[src/rtl/core/iidl_pkg.sv]
// shared types and constants for the indexed insert/delete list
package iidl_pkg;

	localparam int DATA_W = 32;
	localparam int POS_W  = 8;
	localparam int CMD_W  = 3;
	localparam int STAT_W = 2;

	// command codes
	localparam logic [CMD_W-1:0] CMD_GET      = 3'd0;
	localparam logic [CMD_W-1:0] CMD_ADD_HEAD = 3'd1;
	localparam logic [CMD_W-1:0] CMD_ADD_TAIL = 3'd2;
	localparam logic [CMD_W-1:0] CMD_ADD_AT   = 3'd3;
	localparam logic [CMD_W-1:0] CMD_DEL_AT   = 3'd4;

	// status codes
	localparam logic [STAT_W-1:0] STAT_DONE  = 2'd0;
	localparam logic [STAT_W-1:0] STAT_RANGE = 2'd1;
	localparam logic [STAT_W-1:0] STAT_FULL  = 2'd2;

	typedef enum logic [1:0] {
		ACT_NONE,
		ACT_GET,
		ACT_INS,
		ACT_DEL
	} act_t;

	typedef enum logic [1:0] {
		S_IDLE,
		S_MOVE,
		S_FINISH,
		S_RESP
	} state_t;

	// controller to datapath
	typedef struct packed {
		logic latch;
		logic step;
		logic finish;
		logic load;
	} dp_cmd_t;

	// datapath to controller
	typedef struct packed {
		logic move_done;
		logic rsp_valid;
	} dp_sts_t;

endpackage

[src/rtl/core/iidl_ctrl.sv]
// controller state machine for the indexed insert/delete list
module iidl_ctrl (
	input  logic                clk,
	input  logic                arst_n,
	input  logic                req_valid,
	output logic                req_stall,
	input  logic                rsp_stall,
	input  iidl_pkg::dp_sts_t   sts,
	output iidl_pkg::dp_cmd_t   cmd_o
);

	iidl_pkg::state_t state_q;
	iidl_pkg::state_t state_d;
	logic             rsp_free;

	assign rsp_free = !sts.rsp_valid || !rsp_stall;

	always_ff @(posedge clk or negedge arst_n) begin
		if (!arst_n) begin
			state_q <= iidl_pkg::S_IDLE;
		end else begin
			state_q <= state_d;
		end
	end

	always_comb begin
		state_d = state_q;
		unique case (state_q)
			iidl_pkg::S_IDLE: begin
				if (req_valid) begin
					state_d = iidl_pkg::S_MOVE;
				end
			end
			iidl_pkg::S_MOVE: begin
				if (sts.move_done) begin
					state_d = iidl_pkg::S_FINISH;
				end
			end
			iidl_pkg::S_FINISH: begin
				state_d = iidl_pkg::S_RESP;
			end
			iidl_pkg::S_RESP: begin
				if (rsp_free) begin
					state_d = iidl_pkg::S_IDLE;
				end
			end
			default: begin
				state_d = iidl_pkg::S_IDLE;
			end
		endcase
	end

	always_comb begin
		cmd_o        = '0;
		req_stall    = 1'b1;
		unique case (state_q)
			iidl_pkg::S_IDLE: begin
				req_stall    = 1'b0;
				cmd_o.latch  = req_valid;
			end
			iidl_pkg::S_MOVE: begin
				cmd_o.step   = 1'b1;
			end
			iidl_pkg::S_FINISH: begin
				cmd_o.finish = 1'b1;
			end
			iidl_pkg::S_RESP: begin
				cmd_o.load   = rsp_free;
			end
			default: begin
				req_stall    = 1'b1;
			end
		endcase
	end

endmodule

[src/rtl/core/iidl_dp.sv]
// datapath for the indexed insert/delete list: storage, shift engine, result register
module iidl_dp #(
	parameter int CAPACITY = 64,
	parameter int CNT_W    = 7
) (
	input  logic                                clk,
	input  logic                                arst_n,
	input  iidl_pkg::dp_cmd_t                   cmd_i,
	output iidl_pkg::dp_sts_t                   sts,
	input  logic [iidl_pkg::CMD_W-1:0]          cmd,
	input  logic [iidl_pkg::POS_W-1:0]          position,
	input  logic signed [iidl_pkg::DATA_W-1:0]  value,
	input  logic                                rsp_stall,
	output logic                                rsp_valid,
	output logic signed [iidl_pkg::DATA_W-1:0]  read_value,
	output logic [iidl_pkg::STAT_W-1:0]         status,
	output logic [CNT_W-1:0]                    entry_count
);

	localparam int AW    = (CAPACITY > 1) ? $clog2(CAPACITY) : 1;
	localparam int IDX_W = (CNT_W > iidl_pkg::POS_W) ? CNT_W : iidl_pkg::POS_W;

	logic [iidl_pkg::DATA_W-1:0] mem [CAPACITY];
	logic [iidl_pkg::DATA_W-1:0] rd_data_q;

	logic [CNT_W-1:0]             count_q;
	logic [CNT_W-1:0]             mv_q;
	logic                         pend_q;
	iidl_pkg::act_t               act_q;
	logic                         rsp_valid_q;
	logic [CNT_W-1:0]             pos_q;
	logic [CNT_W-1:0]             src_q;
	logic [CNT_W-1:0]             dst_q;
	logic [iidl_pkg::DATA_W-1:0]  val_q;
	logic [iidl_pkg::STAT_W-1:0]  st_q;
	logic [iidl_pkg::DATA_W-1:0]  read_value_q;
	logic [iidl_pkg::STAT_W-1:0]  status_q;
	logic [CNT_W-1:0]             entry_count_q;

	// request decode
	logic [IDX_W-1:0]             cnt_x;
	logic [IDX_W-1:0]             pos_x;
	logic [IDX_W-1:0]             ins_x;
	logic                         full;
	iidl_pkg::act_t               act_d;
	logic [iidl_pkg::STAT_W-1:0]  st_d;
	logic [CNT_W-1:0]             mv_d;
	logic [CNT_W-1:0]             src_d;
	logic [CNT_W-1:0]             pos_d;

	// memory port
	logic                         move_rd;
	logic                         rd_en;
	logic [AW-1:0]                rd_addr;
	logic                         wr_en;
	logic [AW-1:0]                wr_addr;
	logic [iidl_pkg::DATA_W-1:0]  wr_data;

	always_comb begin
		cnt_x = IDX_W'(count_q);
		pos_x = IDX_W'(position);
		full  = (count_q == CNT_W'(CAPACITY));
		ins_x = pos_x;
		act_d = iidl_pkg::ACT_NONE;
		st_d  = iidl_pkg::STAT_DONE;
		unique case (cmd)
			iidl_pkg::CMD_GET: begin
				if (pos_x < cnt_x) begin
					act_d = iidl_pkg::ACT_GET;
				end else begin
					st_d  = iidl_pkg::STAT_RANGE;
				end
			end
			iidl_pkg::CMD_ADD_HEAD, iidl_pkg::CMD_ADD_TAIL, iidl_pkg::CMD_ADD_AT: begin
				if (cmd == iidl_pkg::CMD_ADD_HEAD) begin
					ins_x = '0;
				end else if (cmd == iidl_pkg::CMD_ADD_TAIL) begin
					ins_x = cnt_x;
				end
				// range check wins over the full check
				if (ins_x > cnt_x) begin
					st_d  = iidl_pkg::STAT_RANGE;
				end else if (full) begin
					st_d  = iidl_pkg::STAT_FULL;
				end else begin
					act_d = iidl_pkg::ACT_INS;
				end
			end
			iidl_pkg::CMD_DEL_AT: begin
				if (pos_x < cnt_x) begin
					act_d = iidl_pkg::ACT_DEL;
				end else begin
					st_d  = iidl_pkg::STAT_RANGE;
				end
			end
			default: begin
				act_d = iidl_pkg::ACT_NONE;
			end
		endcase
	end

	always_comb begin
		pos_d = CNT_W'(ins_x);
		mv_d  = '0;
		src_d = '0;
		unique case (act_d)
			iidl_pkg::ACT_INS: begin
				mv_d  = count_q - CNT_W'(ins_x);
				src_d = count_q - CNT_W'(1);
			end
			iidl_pkg::ACT_DEL: begin
				mv_d  = count_q - CNT_W'(pos_x) - CNT_W'(1);
				src_d = CNT_W'(pos_x) + CNT_W'(1);
			end
			default: begin
				mv_d  = '0;
			end
		endcase
	end

	// one read and one write per cycle; a moved entry is written the cycle after its read
	always_comb begin
		move_rd = cmd_i.step && (mv_q != '0);
		rd_en   = move_rd || (cmd_i.finish && (act_q == iidl_pkg::ACT_GET));
		rd_addr = cmd_i.finish ? pos_q[AW-1:0] : src_q[AW-1:0];
		wr_en   = (cmd_i.step && pend_q) || (cmd_i.finish && (act_q == iidl_pkg::ACT_INS));
		wr_addr = cmd_i.finish ? pos_q[AW-1:0] : dst_q[AW-1:0];
		wr_data = cmd_i.finish ? val_q : rd_data_q;
	end

	always_ff @(posedge clk) begin
		if (wr_en) begin
			mem[wr_addr] <= wr_data;
		end
		if (rd_en) begin
			rd_data_q <= mem[rd_addr];
		end
	end

	always_ff @(posedge clk or negedge arst_n) begin
		if (!arst_n) begin
			count_q     <= '0;
			mv_q        <= '0;
			pend_q      <= 1'b0;
			act_q       <= iidl_pkg::ACT_NONE;
			rsp_valid_q <= 1'b0;
		end else begin
			if (cmd_i.latch) begin
				act_q  <= act_d;
				mv_q   <= mv_d;
				pend_q <= 1'b0;
			end else if (cmd_i.step) begin
				pend_q <= move_rd;
				if (move_rd) begin
					mv_q <= mv_q - CNT_W'(1);
				end
			end
			if (cmd_i.finish) begin
				if (act_q == iidl_pkg::ACT_INS) begin
					count_q <= count_q + CNT_W'(1);
				end else if (act_q == iidl_pkg::ACT_DEL) begin
					count_q <= count_q - CNT_W'(1);
				end
			end
			if (cmd_i.load) begin
				rsp_valid_q <= 1'b1;
			end else if (!rsp_stall) begin
				rsp_valid_q <= 1'b0;
			end
		end
	end

	always_ff @(posedge clk) begin
		if (cmd_i.latch) begin
			pos_q <= pos_d;
			val_q <= value;
			st_q  <= st_d;
			src_q <= src_d;
		end else if (move_rd) begin
			if (act_q == iidl_pkg::ACT_INS) begin
				dst_q <= src_q + CNT_W'(1);
				src_q <= src_q - CNT_W'(1);
			end else begin
				dst_q <= src_q - CNT_W'(1);
				src_q <= src_q + CNT_W'(1);
			end
		end
		if (cmd_i.load) begin
			read_value_q  <= (act_q == iidl_pkg::ACT_GET) ? rd_data_q : '0;
			status_q      <= st_q;
			entry_count_q <= count_q;
		end
	end

	assign sts.move_done = (mv_q == '0) && !pend_q;
	assign sts.rsp_valid = rsp_valid_q;
	assign rsp_valid     = rsp_valid_q;
	assign read_value    = read_value_q;
	assign status        = status_q;
	assign entry_count   = entry_count_q;

endmodule

[src/rtl/core/indexed_insert_delete_list.sv]
// top level of the indexed insert/delete list
// Ordered list of up to CAPACITY signed 32-bit values kept in a single-port-write,
// single-port-read memory with a fill count. Each request (get, add at head, add at
// tail, add at position, delete at position) gives exactly one response carrying the
// value read, a status (done, position out of range, list full) and the entry count
// after the request. Inserts and deletes move the later entries one slot at a time
// through the memory's read and write ports, each moved entry written in the cycle
// after its read. No entry moves for a get, a failed request, an append or a delete
// of the last entry; otherwise at most the entry count of entries move. One request
// is in progress at a time; a finished response waits in the output register and
// does not block acceptance of the next request, but that next one holds in its
// response step until the waiting response is taken. Entries are never read before
// they are written, so the memory needs no clearing after reset.
module indexed_insert_delete_list #(
	parameter int CAPACITY = 64
) (
	input  logic                                clk,
	input  logic                                arst_n,
	// request channel
	input  logic                                req_valid,
	output logic                                req_stall,
	input  logic [iidl_pkg::CMD_W-1:0]          cmd,
	input  logic [iidl_pkg::POS_W-1:0]          position,
	input  logic signed [iidl_pkg::DATA_W-1:0]  value,
	// response channel
	output logic                                rsp_valid,
	input  logic                                rsp_stall,
	output logic signed [iidl_pkg::DATA_W-1:0]  read_value,
	output logic [iidl_pkg::STAT_W-1:0]         status,
	output logic [$clog2(CAPACITY+1)-1:0]       entry_count
);

	// count must reach CAPACITY itself
	localparam int CNT_W = $clog2(CAPACITY + 1);

	iidl_pkg::dp_cmd_t dp_cmd;
	iidl_pkg::dp_sts_t dp_sts;

	// sequencer: accept, shift, finish, respond
	iidl_ctrl u_ctrl (
		.clk       (clk),
		.arst_n    (arst_n),
		.req_valid (req_valid),
		.req_stall (req_stall),
		.rsp_stall (rsp_stall),
		.sts       (dp_sts),
		.cmd_o     (dp_cmd)
	);

	// storage, count, shift pointers and response register
	iidl_dp #(
		.CAPACITY (CAPACITY),
		.CNT_W    (CNT_W)
	) u_dp (
		.clk         (clk),
		.arst_n      (arst_n),
		.cmd_i       (dp_cmd),
		.sts         (dp_sts),
		.cmd         (cmd),
		.position    (position),
		.value       (value),
		.rsp_stall   (rsp_stall),
		.rsp_valid   (rsp_valid),
		.read_value  (read_value),
		.status      (status),
		.entry_count (entry_count)
	);

endmodule

[config.mk]
export PLATFORM = sky130hd
export DESIGN_NAME = indexed_insert_delete_list
export DESIGN_NICKNAME = d
export VERILOG_FILES = /design/src/rtl/core/iidl_pkg.sv /design/src/rtl/core/iidl_ctrl.sv /design/src/rtl/core/iidl_dp.sv /design/src/rtl/core/indexed_insert_delete_list.sv
export SDC_FILE = /design/constraint.sdc
export NUM_CORES = 2
export LEC_CHECK = 0
export BUFFER_PORTS_ARGS = -buffer_cell sky130_fd_sc_hd__buf_2
export CAP_MARGIN = 20
export CORE_ASPECT_RATIO = 2
export CORE_MARGIN = 3
export CORE_UTILIZATION = 45
export CTS_CLUSTER_DIAMETER = 60
export DETAILED_ROUTE_END_ITERATION = 6
export SLEW_MARGIN = 5
export SYNTH_ARGS = -nofsm -noshare
export SYNTH_HDL_FRONTEND = slang
export SYNTH_SLANG_ARGS = --single-unit
[constraint.sdc]
create_clock -name clk -period 7 [get_ports clk]
set_input_delay 1.05 -clock clk [delete_from_list [all_inputs] [get_ports clk]]
set_output_delay 1.05 -clock clk [all_outputs]
set_load 0.01 [all_outputs]
* Yosys cells after proc, flatten, opt, wreduce, memory -nomap -nowiden
Memories as Yosys holds them, arrays and structs flattened. A register that Yosys moved wholly into a read port is not among the register bits. Index checks and enable logic that the tools add are counted.
Cells by class: eq/ne operators 17, bitwise logic cells 1, reductions and logical operators 24, add/sub/neg operators 9, $lt $le $gt $ge 2, multiplexer cells 42
Operator list (count):
- $mux 7 | 9
- $mux 32 | 1
- $pmux 7 s2 | 2
- $sub 7x1->7 const B | 4
- $mux 8 | 3
- $add 7x1->7 const B | 3
- $mux 6 | 3
- $mux 2 | 8
- $sub 7x7->7 | 2
- $mux 1 | 13
- $eq 2x2->1 const B | 6
- $gt 8x7->1 | 1
- $lt 8x7->1 | 1
- $pmux 2 s4 | 1
- $eq 7x7->1 const B | 1
- $logic_not 7->1 | 1
- $reduce_bool 7->1 | 1
- $eq 3x2->1 const B | 2
- $pmux 2 s3 | 1
- $reduce_and 2->1 | 3
- $reduce_bool 2->1 | 3
- $logic_and 1x1->1 | 5
- $eq 2x1->1 const B | 2
- $ne 2x1->1 const B | 2
- 12 further kinds | 17
Word-level totals: input bits 47, memory bits (writable) 2048, output and inout bits 43, bits in registers 114, memories kept 1
Memory list:
- u_dp.mem | depth 64, bits a word 32, rd ports 1, clocked after Yosys merged registers in 1, write ports 1, RTL line iidl_dp.sv:23 | logic [iidl_pkg::DATA_W-1:0] mem [CAPACITY];

* Longest topological paths before layout
word-level depth 10, depth in mapped cells 14

* By module
Synthesis repeated with hierarchy kept, for this count alone.
Second synthesis, totals: cell total of the unflattened synthesis 5943, area total of the unflattened synthesis 87497.7 um^2
By module, submodules not included:
- iidl_dp | instances 1, sequential area each 65703.0 um^2, cells each 5925, area each 87307.5 um^2
- iidl_ctrl | instances 1, sequential area each 50.0 um^2, cells each 18, area each 190.2 um^2

* Least setup slack after synthesis
Ideal clock, no wire load.
path type input to register, from input port rsp_stall, to register u_dp.entry_count_q[0] (netlist: u_dp.entry_count[0]) (enable), setup slack 2427 ps, arrival 4071 ps, setup time 502 ps, path buffers 0, cell stages on the path 1, cells stage by stage a21boi_0
Between the ends: word-level cells in the longest chain between the ends 3
Ends and longest elaborated chain:
- from (decl) | RTL line indexed_insert_delete_list.sv:27 | input logic rsp_stall,
- $logic_not 1->1
- $logic_or 1x1->1 | RTL line iidl_ctrl.sv:16 | assign rsp_free = !sts.rsp_valid || !rsp_stall;
- $mux 1 | RTL line iidl_ctrl.sv:56 | unique case (state_q)
- to (signal assigned) | RTL line iidl_dp.sv:191 | entry_count_q <= count_q;
- to (decl) | RTL line iidl_dp.sv:38 | logic [CNT_W-1:0] entry_count_q;
Every way passes these cells. A chain may end at the register's enable or synchronous reset.

* Worst setup path in the final report
from register u_ctrl.state_q[0], to memory u_dp.mem[38][12] (netlist name) (enable)
Between the ends: word-level cells in the longest chain between the ends 6
Ends and longest elaborated chain:
- from (decl) | RTL line iidl_ctrl.sv:12 | iidl_pkg::state_t state_q;
- from (signal assigned) | RTL line iidl_ctrl.sv:20 | state_q <= iidl_pkg::S_IDLE;
- from (signal assigned) | RTL line iidl_ctrl.sv:22 | state_q <= state_d;
- $eq 2x1->1 or $eq 2x2->1 (tied branches) | RTL line iidl_ctrl.sv:56
- $mux 1 | RTL line iidl_ctrl.sv:56
- $logic_and 1x1->1 | RTL line iidl_dp.sv:126 | wr_en = (cmd_i.step && pend_q) || (cmd_i.finish && (act_q == iidl_pkg::ACT_INS));
- $logic_or 1x1->1 | RTL line iidl_dp.sv:126
- $mux 1 | RTL line iidl_dp.sv:132 | if (wr_en) begin
- $mux 1 (not written as such) | RTL line iidl_dp.sv:133 | mem[wr_addr] <= wr_data;
- to (decl) | RTL line iidl_dp.sv:23
Parallel ways exist; a longest one is shown, timed or not.

==> results_dict.tcl <==
set metrics [dict create \
    syn_avg_cell_area_um2 19.0 \
    crit_fanout 31 \
    max-slew-margin-rel_pct 27.0 \
    layout_min_cycle_time_ns 5.15 \
    rows 226 \
    rsz0062_at_grt "false" \
    vias_per_cell 6.02 \
    grt_pass1_wl_mm 327 \
    die-area_um2 196000 \
    syn_nets 4610 \
    dp_cells 7011 \
    synthCells 4522 \
    nNetsFinal 4794 \
    insertion_delay_ns 0.83 \
    numCtsBuffers 185 \
    finalPower_mw 43.4 \
    clkSinkCount 2193 \
    grt_usage_pct 23.2 \
    cts-root-buf "clkbuf_16" \
    drt_wl_total_mm 229 \
    place_area_um2 90200 \
    die_x_um 315 \
    worstPathRequired_ns 7.47 \
    htree_num_levels 4 \
    antenna_found_initial 4 \
    path_cells "inv_1, ha_4, nand2_1, o21ai_1, nand4_1, nor2_4, buf_4" \
    fin_area_um2 96300 \
    wire_per_inst_um 31.1 \
    ys_seq_elements 2193 \
    routabilityCongestion 0.872 \
    crit_buf_inv 2 \
    core_um2 189000 \
    dr.pass1.iters 5 \
    worstReg2RegStart "u_ctrl.state_q[0]$_DFFE_PN0P_" \
    async_flop_share_pct 0.912 \
    grt_max_degree 109 \
    setup_tns_ns 0 \
    cts_tree "built" \
    drt_iter0_drc 4427 \
    outcome "finished, final reports clean" \
    initial_core_util_pct 45.3 \
    layout-drive-gt1-share_pct 20.7 \
    place_hpwl_mm 136 \
    setup.worst_path.end_class "flop" \
    synth_edf_count 2173 \
    die-height_um 624 \
    syn_area_um2 85900 \
    worst_pin_slew_ns 1.09 \
    synthFlopType "edfxtp_1" \
    path_class "reg2reg" \
    route.detailed.drc 0 \
    ys_warn_count 0 \
    grt-ovfl-total 0 \
    leakagePower_nw 30.5 \
    hold_viol 0 \
    ys_seq_area_share_pct 76.6 \
    yosysUniqueCellTypes 71 \
    detail-route-antenna-nets 0 \
    final_util_pct 50.8 \
    finalNonFillerCells 7355 \
    crit_slowest_cell "nor2_4" \
    r2r_cells 7 \
    cp-start-kind "flop" \
    vias 44300 \
    rr_endpoint "u_dp.mem[38][12]$_DFFE_PP_" \
    io_pins 90 \
    cts_resized 0 \
    slew_viol_final 0 \
    cp.arrival_ns 5.62 \
    fin_skew_ns 0.0586 \
    hp-class "in2async" \
    cts_buffer_depth 4 \
    grt_pass1_vias 45500 \
    ir_worst_vdd_mv 0.564 \
    power_density_nw_per_um2 451 \
    slowest_delay_ns 0.94 \
    setup_violations 0 \
    cap_violations 0 \
    r2r_slack_ns 1.85 \
    crit_family "simple AND/OR/NAND/NOR gates" \
    port_buffers 89 \
    areaGrowthSynthToFinish_pct 12.1 \
    post_cts_buffers 0 \
    fillers 15100 \
    period_share_pct 73.5 \
    cts.reportedPaths.clkPinSlew_ns 0.07 \
    clock.fmax_mhz 194 \
    hold_buffers 0 \
]
-- worst max path at each step --
| stage | start | end | slack [ns] | depth (start not counted) |
|---|---|---|---|---|
| finish | u_ctrl.state_q[0]$_DFFE_PN0P_ | u_dp.mem[38][12]$_DFFE_PP_ | 1.85 | 7 |
| detailed placement | u_ctrl.state_q[0]$_DFFE_PN0P_ | u_dp.mem[38][14]$_DFFE_PP_ | 1.96 | 7 |
| CTS | u_ctrl.state_q[0]$_DFFE_PN0P_ | u_dp.mem[38][21]$_DFFE_PP_ | 1.94 | 7 |
| floorplan | rsp_stall | u_dp.entry_count[0]$_DFFE_PP_ | 2.43 | 1 |
| global placement | u_ctrl.state_q[0]$_DFFE_PN0P_ | u_dp.mem[38][14]$_DFFE_PP_ | 2.01 | 7 |
| global route | u_ctrl.state_q[0]$_DFFE_PN0P_ | u_dp.mem[38][21]$_DFFE_PP_ | 1.74 | 7 |
-- cell type report --
cell class | instances | area, µm² | area share (%)
multi-input combinational | 2034 | 19300 | 20.1
tap | 2508 | 3140 | 3.26
clock buffer | 218 | 4800 | 4.98
clock inverter | 109 | 985 | 1.02
sequential | 2193 | 65800 | 68.3
antenna | 1 | 2.50 | 0.00260
timing repair buffer | 248 | 2080 | 2.16
inverter | 44 | 165 | 0.172
-- cells in the mapped netlist, drive strengths merged, types with 44 or more instances --
master     n  area [µm²]
o21ai     55         275
a22oi    169        1270
nand3    186         931
nand2    489        1840
edfxtp  2173       65300
clkbuf    99         379
a221oi    66         759
mux4     349        7860
a21oi     51         255
buf      152         856
inv       44         165
nor2     100         375
mux2i    140        1420
-- per-layer routing --
layer | up-vias | global-route usage [%] | part of all wire [%]
met1 | 23600 | 27.9 | 37
li1 | 18700 | - | -
met2 | 1571 | 43.0 | 55
met3 | 393 | 2.63 | 5.1
met5 | - | 0 | 0
met4 | 0 | 7.75 | 3.6
-- sequential cells by signal (all words and copies together), names as in the netlist --
name / cells
u_dp.rsp_valid: 1
u_ctrl.state_q: 2
u_dp.status: 2
u_dp.pos_q: 6
u_dp.src_q: 6
u_dp.dst_q: 6
u_dp.mv_q: 7
u_dp.rd_data_q: 32
u_dp.mem: 2048
u_dp.entry_count: 7
u_dp.count_q: 7
u_dp.act_q: 2
u_dp.pend_q: 1
u_dp.val_q: 32
u_dp.read_value: 32
u_dp.st_q: 2
-- placed cells by master (no fill, tap or decap), drive strengths merged, types with 5 or more instances in the layout --
cell	n
and2	32
or3b	5
a211oi	12
a31oi	19
nand4	35
clkinvlp	5
xor2	9
o32ai	6
nand2	489
a311o	27
mux4	349
a2bb2oi	6
nor2b	16
a22oi	169
nor4	6
a221oi	66
and4b	31
buf	248
o21ai	55
inv	49
nor3	14
dfrtp	20
clkinv	82
o2111ai	38
ha	39
o21a	9
xnor2	23
a21oi	51
mux2i	140
bufinv	17
mux2	36
o211ai	6
nand2b	6
a21o	9
nand3	186
edfxtp	2173
nor2	100
and3	6
nand3b	7
clkbuf	218
-- worst register-to-register path, cell delays in order, from the launching register on --
cell	delay, ns
dfrtp_1	0.41
inv_1	0.17
ha_4	0.61
nand2_1	0.47
o21ai_1	0.80
nand4_1	0.93
nor2_4	0.95
buf_4	0.47
-- per-stage QoR --
stage | setup WS (ns) | hold slack (ns)
after detailed placement | 1.96 | 0.411
after floorplan | 2.43 | 0.400
after CTS | 1.94 | 0.211
after global placement | 2.01 | 0.402
final | 1.85 | 0.237
after global routing | 1.74 | 0.259
-- logic make-up after synthesis --
family,count (synthesis),synth area share [%]
AOI/OAI and AO/OA,494,4.51
xor gates and xnor gates,32,0.326
adders and majority gates,41,0.615
buffers and inverters,295,1.63
DFF,2193,76.6
muxes,525,11.3
and+or+nand+nor,942,5.04
-- power breakdown --
group / internal, mW / total [mW] / switching [mW]
Combinational: 5.12 / 15.2 / 10.0
Sequential: 17.7 / 18.1 / 0.413
Clock: 5.53 / 10.2 / 4.62
(Power assumes the default switching activity.)
